`src/sv/cbm_pkg.sv`:
```
// Shared types and constants for the cartridge bank mapper.
package cbm_pkg;

  localparam int ADDR_W       = 16;
  localparam int DATA_W       = 8;
  localparam int ROM_BANK_W   = 9;
  localparam int BANK_COUNT_W = 10;
  localparam int RAM_BANK_W   = 4;
  localparam int RAM_SIZE_W   = 16;
  localparam int RAM_OFS_W    = 13;
  localparam int ROM_OFS_W    = 14;
  localparam int RAM_FULL_W   = RAM_BANK_W + RAM_OFS_W;
  localparam int ROM_ADDR_W   = ROM_BANK_W + ROM_OFS_W;
  localparam int CFG_INDEX_W  = 1;
  localparam int CFG_DATA_W   = 16;

  // Remainder unit: bits of the bank retired per cycle.
  localparam int MOD_STEPS  = 3;
  localparam int MOD_CYCLES = ROM_BANK_W / MOD_STEPS;
  localparam int MOD_CNT_W  = $clog2(MOD_CYCLES);

  localparam logic [CFG_INDEX_W-1:0] CFG_ROM_BANK_COUNT = 1'd0;
  localparam logic [CFG_INDEX_W-1:0] CFG_RAM_SIZE_BYTES = 1'd1;

  localparam logic [1:0] ST_DONE     = 2'd0;
  localparam logic [1:0] ST_RAM_FAIL = 2'd1;
  localparam logic [1:0] ST_UNMAPPED = 2'd2;

  localparam logic [DATA_W-1:0] NO_ANSWER  = 8'hFF;
  localparam logic [3:0]        RAM_ON_KEY = 4'hA;

  localparam logic [BANK_COUNT_W-1:0] RESET_BANK_COUNT = 10'd2;
  localparam logic [ROM_BANK_W-1:0]   RESET_ROM_BANK   = 9'd1;

  typedef struct packed {
    logic                    start;
    logic [ROM_BANK_W-1:0]   dividend;
    logic [BANK_COUNT_W-1:0] divisor;
  } cbm_mod_req_t;

  typedef struct packed {
    logic                  done;
    logic [ROM_BANK_W-1:0] rem;
  } cbm_mod_rsp_t;

endpackage

```
`src/sv/cbm_mod.sv`:
```
// Bank remainder unit: restoring remainder, MOD_STEPS bits of the bank per cycle.
module cbm_mod
  import cbm_pkg::*;
(
  input  logic         clk,
  input  logic         rst,
  input  cbm_mod_req_t req,
  output cbm_mod_rsp_t rsp
);

  logic                    busy;
  logic [MOD_CNT_W-1:0]    cnt;
  logic [ROM_BANK_W-1:0]   dvd;
  logic [BANK_COUNT_W-1:0] dsr;
  logic [ROM_BANK_W-1:0]   rem;
  logic [ROM_BANK_W-1:0]   rem_next;
  logic                    done;

  always_comb begin
    logic [BANK_COUNT_W-1:0] t;
    rem_next = rem;
    for (int i = 0; i < MOD_STEPS; i++) begin
      t = {rem_next, dvd[ROM_BANK_W-1-i]};
      if (t >= dsr) begin
        t = t - dsr;
      end
      rem_next = t[ROM_BANK_W-1:0];
    end
  end

  always_ff @(posedge clk) begin
    if (rst) begin
      busy <= 1'b0;
      done <= 1'b0;
      cnt  <= '0;
    end else begin
      done <= 1'b0;
      if (req.start) begin
        busy <= 1'b1;
        cnt  <= '0;
        rem  <= '0;
        dvd  <= req.dividend;
        dsr  <= req.divisor;
      end else if (busy) begin
        rem <= rem_next;
        dvd <= dvd << MOD_STEPS;
        cnt <= cnt + 1'b1;
        if (cnt == MOD_CNT_W'(MOD_CYCLES - 1)) begin
          busy <= 1'b0;
          done <= 1'b1;
        end
      end
    end
  end

  assign rsp.done = done;
  assign rsp.rem  = rem;

endmodule

```
`config.mk`:
```
export PLATFORM = sky130hd
export DESIGN_NAME = cbm_mod
export DESIGN_NICKNAME = d
export VERILOG_FILES = /design/src/sv/cbm_pkg.sv /design/src/sv/cbm_mod.sv
export SDC_FILE = /design/constraint.sdc
export NUM_CORES = 1
export LEC_CHECK = 0
export BUFFER_PORTS_ARGS = -buffer_cell sky130_fd_sc_hd__buf_2
export CORE_MARGIN = 10
export CORE_UTILIZATION = 35
export DETAILED_ROUTE_END_ITERATION = 8
export PLACE_DENSITY = 0.58
export SYNTH_ARGS = -nofsm -noshare
export SYNTH_HDL_FRONTEND = slang
export SYNTH_SLANG_ARGS = --single-unit
```
`constraint.sdc`:
```
create_clock -name clk -period 7.37 [get_ports clk]
set_input_delay 1.474 -clock clk [delete_from_list [all_inputs] [get_ports clk]]
set_output_delay 1.474 -clock clk [all_outputs]
set_load 0.1 [all_outputs]
```
# After elaboration in Yosys (flattened, before gate mapping)
# Cells that the tools add are included.
# totals
register_bits,32
out_inout_bits,10
# classes
add_sub_neg,4
order_cmp,3
eq_ne,1
muxes,10
n_bitwise,2
reduce_logical,5
# op_table
op,n
9-bit 2-to-1 mux,6
10-bit >= comparator,3
9-bit subtractor,3
1-bit 2-to-1 mux,4
2-bit AND reduction,2
3-bit OR reduction,1
2-bit by 1-bit adder with 2-bit output (second input constant),1
2-bit equality test (second input constant),1
1-bit inverter,2
2-bit nonzero test,1
2-bit OR reduction,1

# Depth between registers and ports, before layout
# Gate-level depths: netlist of the first run.
# depth
ltp_word,7
mapped_depth,27
depth_no_buf,24

# Worst setup path after synthesis of the first run
# Ideal clock, no wire load.
# synth_timing
path_type,register to register
startpoint,reg rem[0]
endpoint,"reg rem[0], data pin"
setup_ns,0.167
t_arrival_ns,5.398
required_time_ns,7.203
slack_ns,1.805
stages_incl_launch_ff,25
n_path_buf,3
period_less_slack_ns,5.565
cell_sequence,edfxtp_1 -> fa_1 -> a211oi_4 -> o21ai_2 -> a22oi_4 -> buf_6 -> mux2i_1 -> inv_1 -> fa_1 -> nand3_1 -> a21oi_1 -> o31ai_2 -> a21oi_2 -> buf_4 -> nor2_1 -> a21oi_1 -> fa_1 -> a21o_1 -> a21o_1 -> a41oi_1 -> o21a_1 -> o21ai_1 -> buf_2 -> and2_1 -> a211oi_1
# synth_between
elab_chain_len,7
# synth_rtl
item,line,text
"start, declared",cbm_mod.sv:15,logic [ROM_BANK_W-1:0] rem;
"start signal, assigned",cbm_mod.sv:45,rem <= rem_next;
9-bit subtractor / 10-bit >= comparator (equally long branches),"cbm_mod.sv:25, cbm_mod.sv:24",
9-bit 2-to-1 mux *,cbm_mod.sv:24,if (t >= dsr) begin
9-bit subtractor / 10-bit >= comparator (equally long branches),"cbm_mod.sv:25, cbm_mod.sv:24",
9-bit 2-to-1 mux *,cbm_mod.sv:24,
10-bit >= comparator *,cbm_mod.sv:24,
9-bit 2-to-1 mux *,cbm_mod.sv:24,
9-bit 2-to-1 mux *,cbm_mod.sv:44,end else if (busy) begin
# Every way passes the cells marked *; elsewhere a longest branch is shown, timed or not. The select of a mux whose other input is x is not followed.
# A chain may end at the register's enable or synchronous reset.

# Worst setup path after layout of the first run
# layout_timing
startpoint,reg dvd[8]
endpoint,"reg rem[0], data pin"
# layout_between
elab_chain_len,7
# layout_rtl
item,line,text
"start, declared",cbm_mod.sv:13,logic [ROM_BANK_W-1:0] dvd;
"start signal, assigned",cbm_mod.sv:42,dvd <= req.dividend;
"start signal, assigned",cbm_mod.sv:46,dvd <= dvd << MOD_STEPS;
9-bit subtractor / 10-bit >= comparator (equally long branches),"cbm_mod.sv:25, cbm_mod.sv:24",
9-bit 2-to-1 mux *,cbm_mod.sv:24,
9-bit subtractor / 10-bit >= comparator (equally long branches),"cbm_mod.sv:25, cbm_mod.sv:24",
9-bit 2-to-1 mux *,cbm_mod.sv:24,
10-bit >= comparator *,cbm_mod.sv:24,
9-bit 2-to-1 mux *,cbm_mod.sv:24,
9-bit 2-to-1 mux *,cbm_mod.sv:44,
# Marked as above.

==> impl_metrics.csv, run 1 <==
group,metric,value,unit
outcome,status,"finished clean",
min_path,hold_path.class,"reg2reg",
placed_design,numPortBuffers,31,
sta,rsz0062_at_grt,"no",
floorplanning,die_h,107.4,um
sta,period_share,83.67,%
global_routing,grt_pass1_wl,10220,um
drt,drcViolationCount,0,
cts,cts_max_level,2,
critical_path,critical_path_required,7.47,ns
synthesis,ys_seq_area_share,34.42,%
synthesis,synth_commonest_cells,"31 x ha_1, 28 x edfxtp_1, 21 x inv_1, 21 x nor2_1, 17 x nand2_1",
finish,syn_to_final_growth,12.72,%
synthesis,ys_ff_latch,32,
floorplanning,die_w,107.4,um
floorplanning,initial_utilization,36.49,%
critical_path,crit_buf_inv,2,
floorplanning,io_pins,32,
critical_path,crit_slowest_cell,"a21oi_2",
synthesis,synth_warnings,0,
synthesis,syn-cell-area,2675,sq um
global_routing,grt_overflow_total,0,
synthesis,synth_top_area_share,31.43,%
synthesis,synth.area.top_cells,"edfxtp_1 31%, ha_1 14%, mux2_2 5.9%",
synthesis,synth_fp_nets,321,
synthesis,ys.flop_type,"edfxtp_1",
cts,cts.repair.resized,0,
cts,clk_pin_slew,0.06,ns
cts,clock_latency,0.28,ns
finish,fin_area,3015,sq um
drt,vias,2054,
critical_path,critPathKind,"reg2reg",
synthesis,async_reset_ff_share,0,%
finish,num_antenna_cells,0,
global_routing,grt.total_usage,10.88,%
cts,cts_root_buffer,"clkbuf_8",
floorplanning,row_count,31,
min_path,min_path_cells,2,
critical_path,crit_fanout,13,
cts,clock-sinks,32,
cts,cts_buffers,5,
cts,hold_buffers,0,
placed_design,gp_congestion,0.8101,
global_routing,grt_pass1_vias,2148,
critical_path,cp-end-kind,"flop",
drt,firstDrtPassIters,4,
sta,setup_tns,0,ns
cts,cts_setup_buffers,0,
critical_path,start_kind,"flop",
critical_path,r2r_cells,22,
critical_path,crit_path_cell_trace,"inv_1, ha_1, inv_1, fa_1, a211oi_4, o21ai_2, a22oi_4, mux2_2, ha_1, nand3_1, a21oi_1, o31ai_2, a21oi_2, mux2_2, ha_1, a21o_1, a21o_1, a21oi_1, o21a_1, o21ai_1, and2_1, a211oi_1",
sta,skew,0.003764,ns
drt,drt_iter0_markers,95,
placed_design,dp_hpwl,5006,um
drt,postRouteAntennaNets,0,
sta,maxSlewHeadroom,41.66,%
critical_path,arrival,6.27,ns
cts,clockBufferDepth,2,
synthesis,synth_edf_count,28,
synthesis,netlist_instances,265,
critical_path,slowest_delay,0.57,ns
synthesis,synth_cell_type_count,49,
sta,worstMarginPinSlew,0.8719,ns
finish,fin_nets,354,
sta,report.final.slew_viol_count,0,
synthesis,avgSynthCellArea,10.09,sq um
floorplanning,die_area,11540,sq um
critical_path,cp_top_family,"compound AO/OA/AOI/OAI gates",
sta,hold_ws,0.4984,ns
critical_path,worst-path-stages,22,
global_routing,antenna_found_initial,0,
floorplanning,core,7331,sq um
synthesis,yosysTopAreaCell,"edfxtp_1",
synthesis,synth_most_common_cell,"ha_1",
cts,cts_tree,"done",
critical_path,cpMostUsedCell,"ha_1",
global_routing,grt_max_degree,23,
sta,setup_viol,0,
drt,wl_per_cell,15.10,um
placed_design,placed_area,2923,sq um
drt,wl,6011,um
sta,min_period,6.167,ns
sta,fmax,0.1622,GHz
finish,fillers,733,
sta,finalHoldViolCount,0,
run,drv_cap,0,
drt,avgViaCountPerCell,5.161,
finish,drive_gt1_share,22.41,%
==> registers in the layout, summed over array words and instances, names as in the netlist <==
| signal | count |
|---|---|
| cnt | 2 |
| busy | 1 |
| done | 1 |
| dsr | 10 |
| rem | 9 |
| dvd | 9 |
==> layout make-up <==
type	instances	area, sq um	area share [%]
inverter	21	78.83	2.614
clock inverter	2	10.01	0.3320
clock buffer	6	82.58	2.739
timing repair buffer	32	162.7	5.394
sequential	32	920.9	30.54
tap	99	123.9	4.108
multi-input combinational	206	1637	54.27
==> routing by layer <==
metal	global-route usage, %	wire length [um]
met5	0	0
met4	3.149	46
met3	2.216	259
met2	18.28	2835
met1	13.73	2870
==> logic make-up after synthesis <==
group           Yosys count  share of synthesized area (%)
compound gates           69                          18.80
simple gates             66                          11.65
fa+ha+maj                34                          16.74
flops                    32                          34.42
buf+inv                  27                          4.396
xor+xnor                 19                          6.221
mux                      18                          7.764
==> final timing paths <==
check | startpoint | end | slack, ns
max | dvd[8]$_DFFE_PP_ | rem[0]$_SDFFCE_PP0P_ | 1.20
min reg2reg | cnt[1]$_SDFFE_PP0P_ | cnt[1]$_SDFFE_PP0P_ | 0.50
max reg2reg | dvd[8]$_DFFE_PP_ | rem[0]$_SDFFCE_PP0P_ | 1.20
min | cnt[1]$_SDFFE_PP0P_ | cnt[1]$_SDFFE_PP0P_ | 0.50
==> cells in the final DEF, fill, tap and decap left out, types with 2 or more instances in the layout <==
master    Yosys  routed
ha_1         31      31
buf_2         1      31
edfxtp_1     28      28
inv_1        21      21
nor2_1       21      21
nand2_1      17      17
a21oi_1      15      15
mux2_2       14      14
o21ai_0      13      13
xnor2_1      12      12
xor2_1        7       7
a21o_1        7       7
nor3_1        6       6
clkbuf_8      0       6
nand4_1       5       5
a211oi_1      5       5
o21a_1        5       5
nor2b_1       4       4
nand2b_1      4       4
and2_1        4       4
dfxtp_1       4       4
a21oi_2       3       3
a31oi_1       3       3
fa_1          3       3
a211oi_2      2       2
o21ai_1       2       2
mux2_4        2       2
o31a_1        2       2
mux2i_1       2       2
clkinv_2      0       2
==> worst reg2reg max path, delay by kind of cell, from the launching register on <==
family | cells | cell delay, ns
DFF | 1 | 0.39
buffers and inverters | 2 | 0.13
muxes | 2 | 0.85
AOI/OAI and AO/OA | 12 | 2.90
adders and majority gates | 4 | 1.34
and+or+nand+nor | 2 | 0.39
==> per-stage QoR <==
stage                     std cells  utilization [%]  setup slack, ns
final                           398            41.13            1.204
after detailed placement        390            39.87            1.243
after global routing            398            41.13           0.7698
after global placement          390            39.87            1.406
after floorplan                 265                -            1.805
after CTS                       398            41.13            1.210
Power of run 1 is left out: the tool's default activity adds up to more than one toggle a clock period on the data nets, which glitch-free logic cannot reach.
==> run 2: changes to the inputs <==
- ABC_AREA: not set -> 1
- PLACE_DENSITY: 0.58 -> 0.57
- clock period: 7.37 -> 5.85 ns (I/O delays scaled with it)
==> impl_metrics.csv, run 2 <==
group,metric,value,unit
outcome,status,"finished clean",
synthesis,synth_most_common_cell,"nand2_1",
placed_design,gp_congestion,0.9201,
sta,finalHoldViolCount,0,
floorplanning,die_h,113.8,um
cts,cts_buffers,5,
cts,hold_buffers,0,
sta,setup_tns,0,ns
synthesis,ys_ff_latch,32,
sta,skew,0.01080,ns
global_routing,antenna_found_initial,0,
min_path,hold_path.class,"reg2reg",
cts,clk_pin_slew,0.07,ns
cts,clock_latency,0.28,ns
global_routing,grt.total_usage,12.64,%
sta,worstMarginPinSlew,0.9686,ns
finish,num_antenna_cells,0,
floorplanning,row_count,34,
critical_path,arrival,5.24,ns
placed_design,dp_hpwl,6660,um
global_routing,grt_overflow_total,0,
drt,vias,2771,
synthesis,synth_edf_count,28,
critical_path,slowest_delay,0.42,ns
global_routing,grt_max_degree,19,
finish,syn_to_final_growth,11.54,%
finish,fin_nets,509,
critical_path,start_kind,"flop",
drt,firstDrtPassIters,4,
floorplanning,initial_utilization,35.64,%
critical_path,crit_buf_inv,7,
drt,drcViolationCount,0,
synthesis,netlist_instances,420,
synthesis,yosysTopAreaCell,"edfxtp_1",
placed_design,numPortBuffers,31,
critical_path,crit_fanout,12,
sta,maxSlewHeadroom,35.19,%
cts,cts_tree,"done",
sta,rsz0062_at_grt,"no",
finish,layout_common_cells,"133 x nand2_1, 72 x inv_1, 31 x ha_1, 31 x buf_2, 28 x edfxtp_1",
critical_path,cpMostUsedCell,"inv_1",
critical_path,cp_top_family,"simple AND/OR/NAND/NOR gates",
finish,drive_gt1_share,15.20,%
synthesis,synth_cell_type_count,36,
cts,cts.repair.resized,0,
sta,period_share,88.85,%
synthesis,avgSynthCellArea,7.328,sq um
synthesis,ys.flop_type,"edfxtp_1",
cts,cts_root_buffer,"clkbuf_8",
critical_path,critical_path_required,5.89,ns
synthesis,synth_fp_nets,476,
sta,fmax,0.1924,GHz
floorplanning,die_area,12940,sq um
synthesis,syn-cell-area,3078,sq um
floorplanning,die_w,113.8,um
sta,report.final.slew_viol_count,0,
synthesis,ys_seq_area_share,29.92,%
critical_path,critPathKind,"reg2reg",
sta,setup_viol,0,
finish,final_common_cell,"nand2_1",
sta,min_period,5.198,ns
finish,top_regs,"dsr: 10 flops, dvd: 9 flops, rem: 9 flops",
run,drv_cap,0,
synthesis,async_reset_ff_share,0,%
global_routing,grt_pass1_wl,13430,um
drt,wl,8083,um
cts,clock-sinks,32,
drt,avgViaCountPerCell,4.931,
drt,postRouteAntennaNets,0,
synthesis,synth_commonest_cells,"133 x nand2_1, 72 x inv_1, 31 x ha_1",
finish,largest_register_ffs,10,
global_routing,grt_pass1_vias,2879,
synthesis,synth_top_area_share,27.32,%
critical_path,crit_slowest_cell,"fa_1",
cts,clockBufferDepth,2,
synthesis,synth.area.top_cells,"edfxtp_1 27%, nand2_1 16%, ha_1 13%",
synthesis,synth_warnings,0,
cts,cts_setup_buffers,0,
floorplanning,core,8636,sq um
cts,cts_max_level,2,
critical_path,cp-end-kind,"flop",
drt,wl_per_cell,14.38,um
floorplanning,io_pins,32,
drt,drt_iter0_markers,132,
finish,top_register,"dsr",
## run 2: changes by cell type in the layout (fill, tap and decap cells not counted), moves of 9 or more
cell / before / now
nand2_2: 0 / 9
nand3_1: 1 / 26
a21oi_1: 15 / 24
nand2_1: 17 / 133
mux2_2: 14 / 0
inv_1: 21 / 72
## run 2: metrics by stage
step	instance area [sq um]	util, %	hold WS, ns	std cells	setup WS (ns)
detailed placement	3322	38.47	0.4863	554	0.6896
finish	3433	39.76	0.4945	562	0.6520
global route	3433	39.76	0.5127	562	0.1096
global placement	3322	38.47	0.4747	554	0.7584
floorplan	3078	-	0.4639	420	1.027
CTS	3433	39.76	0.4966	562	0.6600
## run 2: cells by family after synthesis
kind of cell / after synthesis / share of synthesized area [%]
compound gates: 43 / 7.927
xor+xnor: 10 / 2.845
fa+ha+maj: 34 / 14.55
buf+inv: 80 / 10.77
flops: 32 / 29.92
simple gates: 221 / 33.98
## run 2: per-layer routing
metal | vias up | track usage, % | wire, um
met1 | 1270 | 16.24 | 3702
li1 | 1418 | - | -
met5 | - | 0 | 0
met2 | 67 | 21.27 | 3761
met4 | 0 | 3.425 | 225
met3 | 16 | 2.257 | 394
## run 2: final timing paths
check | from | end | slack [ns] | cells after the start
setup / recovery | dvd[8]$_DFFE_PP_ | rem[2]$_SDFFCE_PP0P_ | 0.65 | 27
hold / removal | cnt[1]$_SDFFE_PP0P_ | cnt[1]$_SDFFE_PP0P_ | 0.49 | 2
setup reg to reg | dvd[8]$_DFFE_PP_ | rem[2]$_SDFFCE_PP0P_ | 0.65 | 27
hold reg to reg | cnt[1]$_SDFFE_PP0P_ | cnt[1]$_SDFFE_PP0P_ | 0.49 | 2
## run 2: worst register-to-register path: cells and delay by family (launching register included)
| kind | cells | cell delay [ns] |
|---|---|---|
| DFF | 1 | 0.38 |
| buffers and inverters | 7 | 0.70 |
| AOI/OAI and AO/OA | 4 | 0.69 |
| adders and majority gates | 4 | 1.27 |
| and+or+nand+nor | 12 | 1.92 |
## run 2: area by class of cell
| cell class | count | area [sq um] |
|---|---|---|
| Multi-Input combinational cell | 308 | 1826 |
| Inverter | 74 | 277.8 |
| Fill cell | 911 | 5202 |
| Timing Repair Buffer | 32 | 162.7 |
| Clock buffer | 5 | 68.82 |
| Clock inverter | 3 | 42.54 |
| Tap cell | 108 | 135.1 |
| Sequential cell | 32 | 920.9 |
Power of run 2 is left out for the same reason.
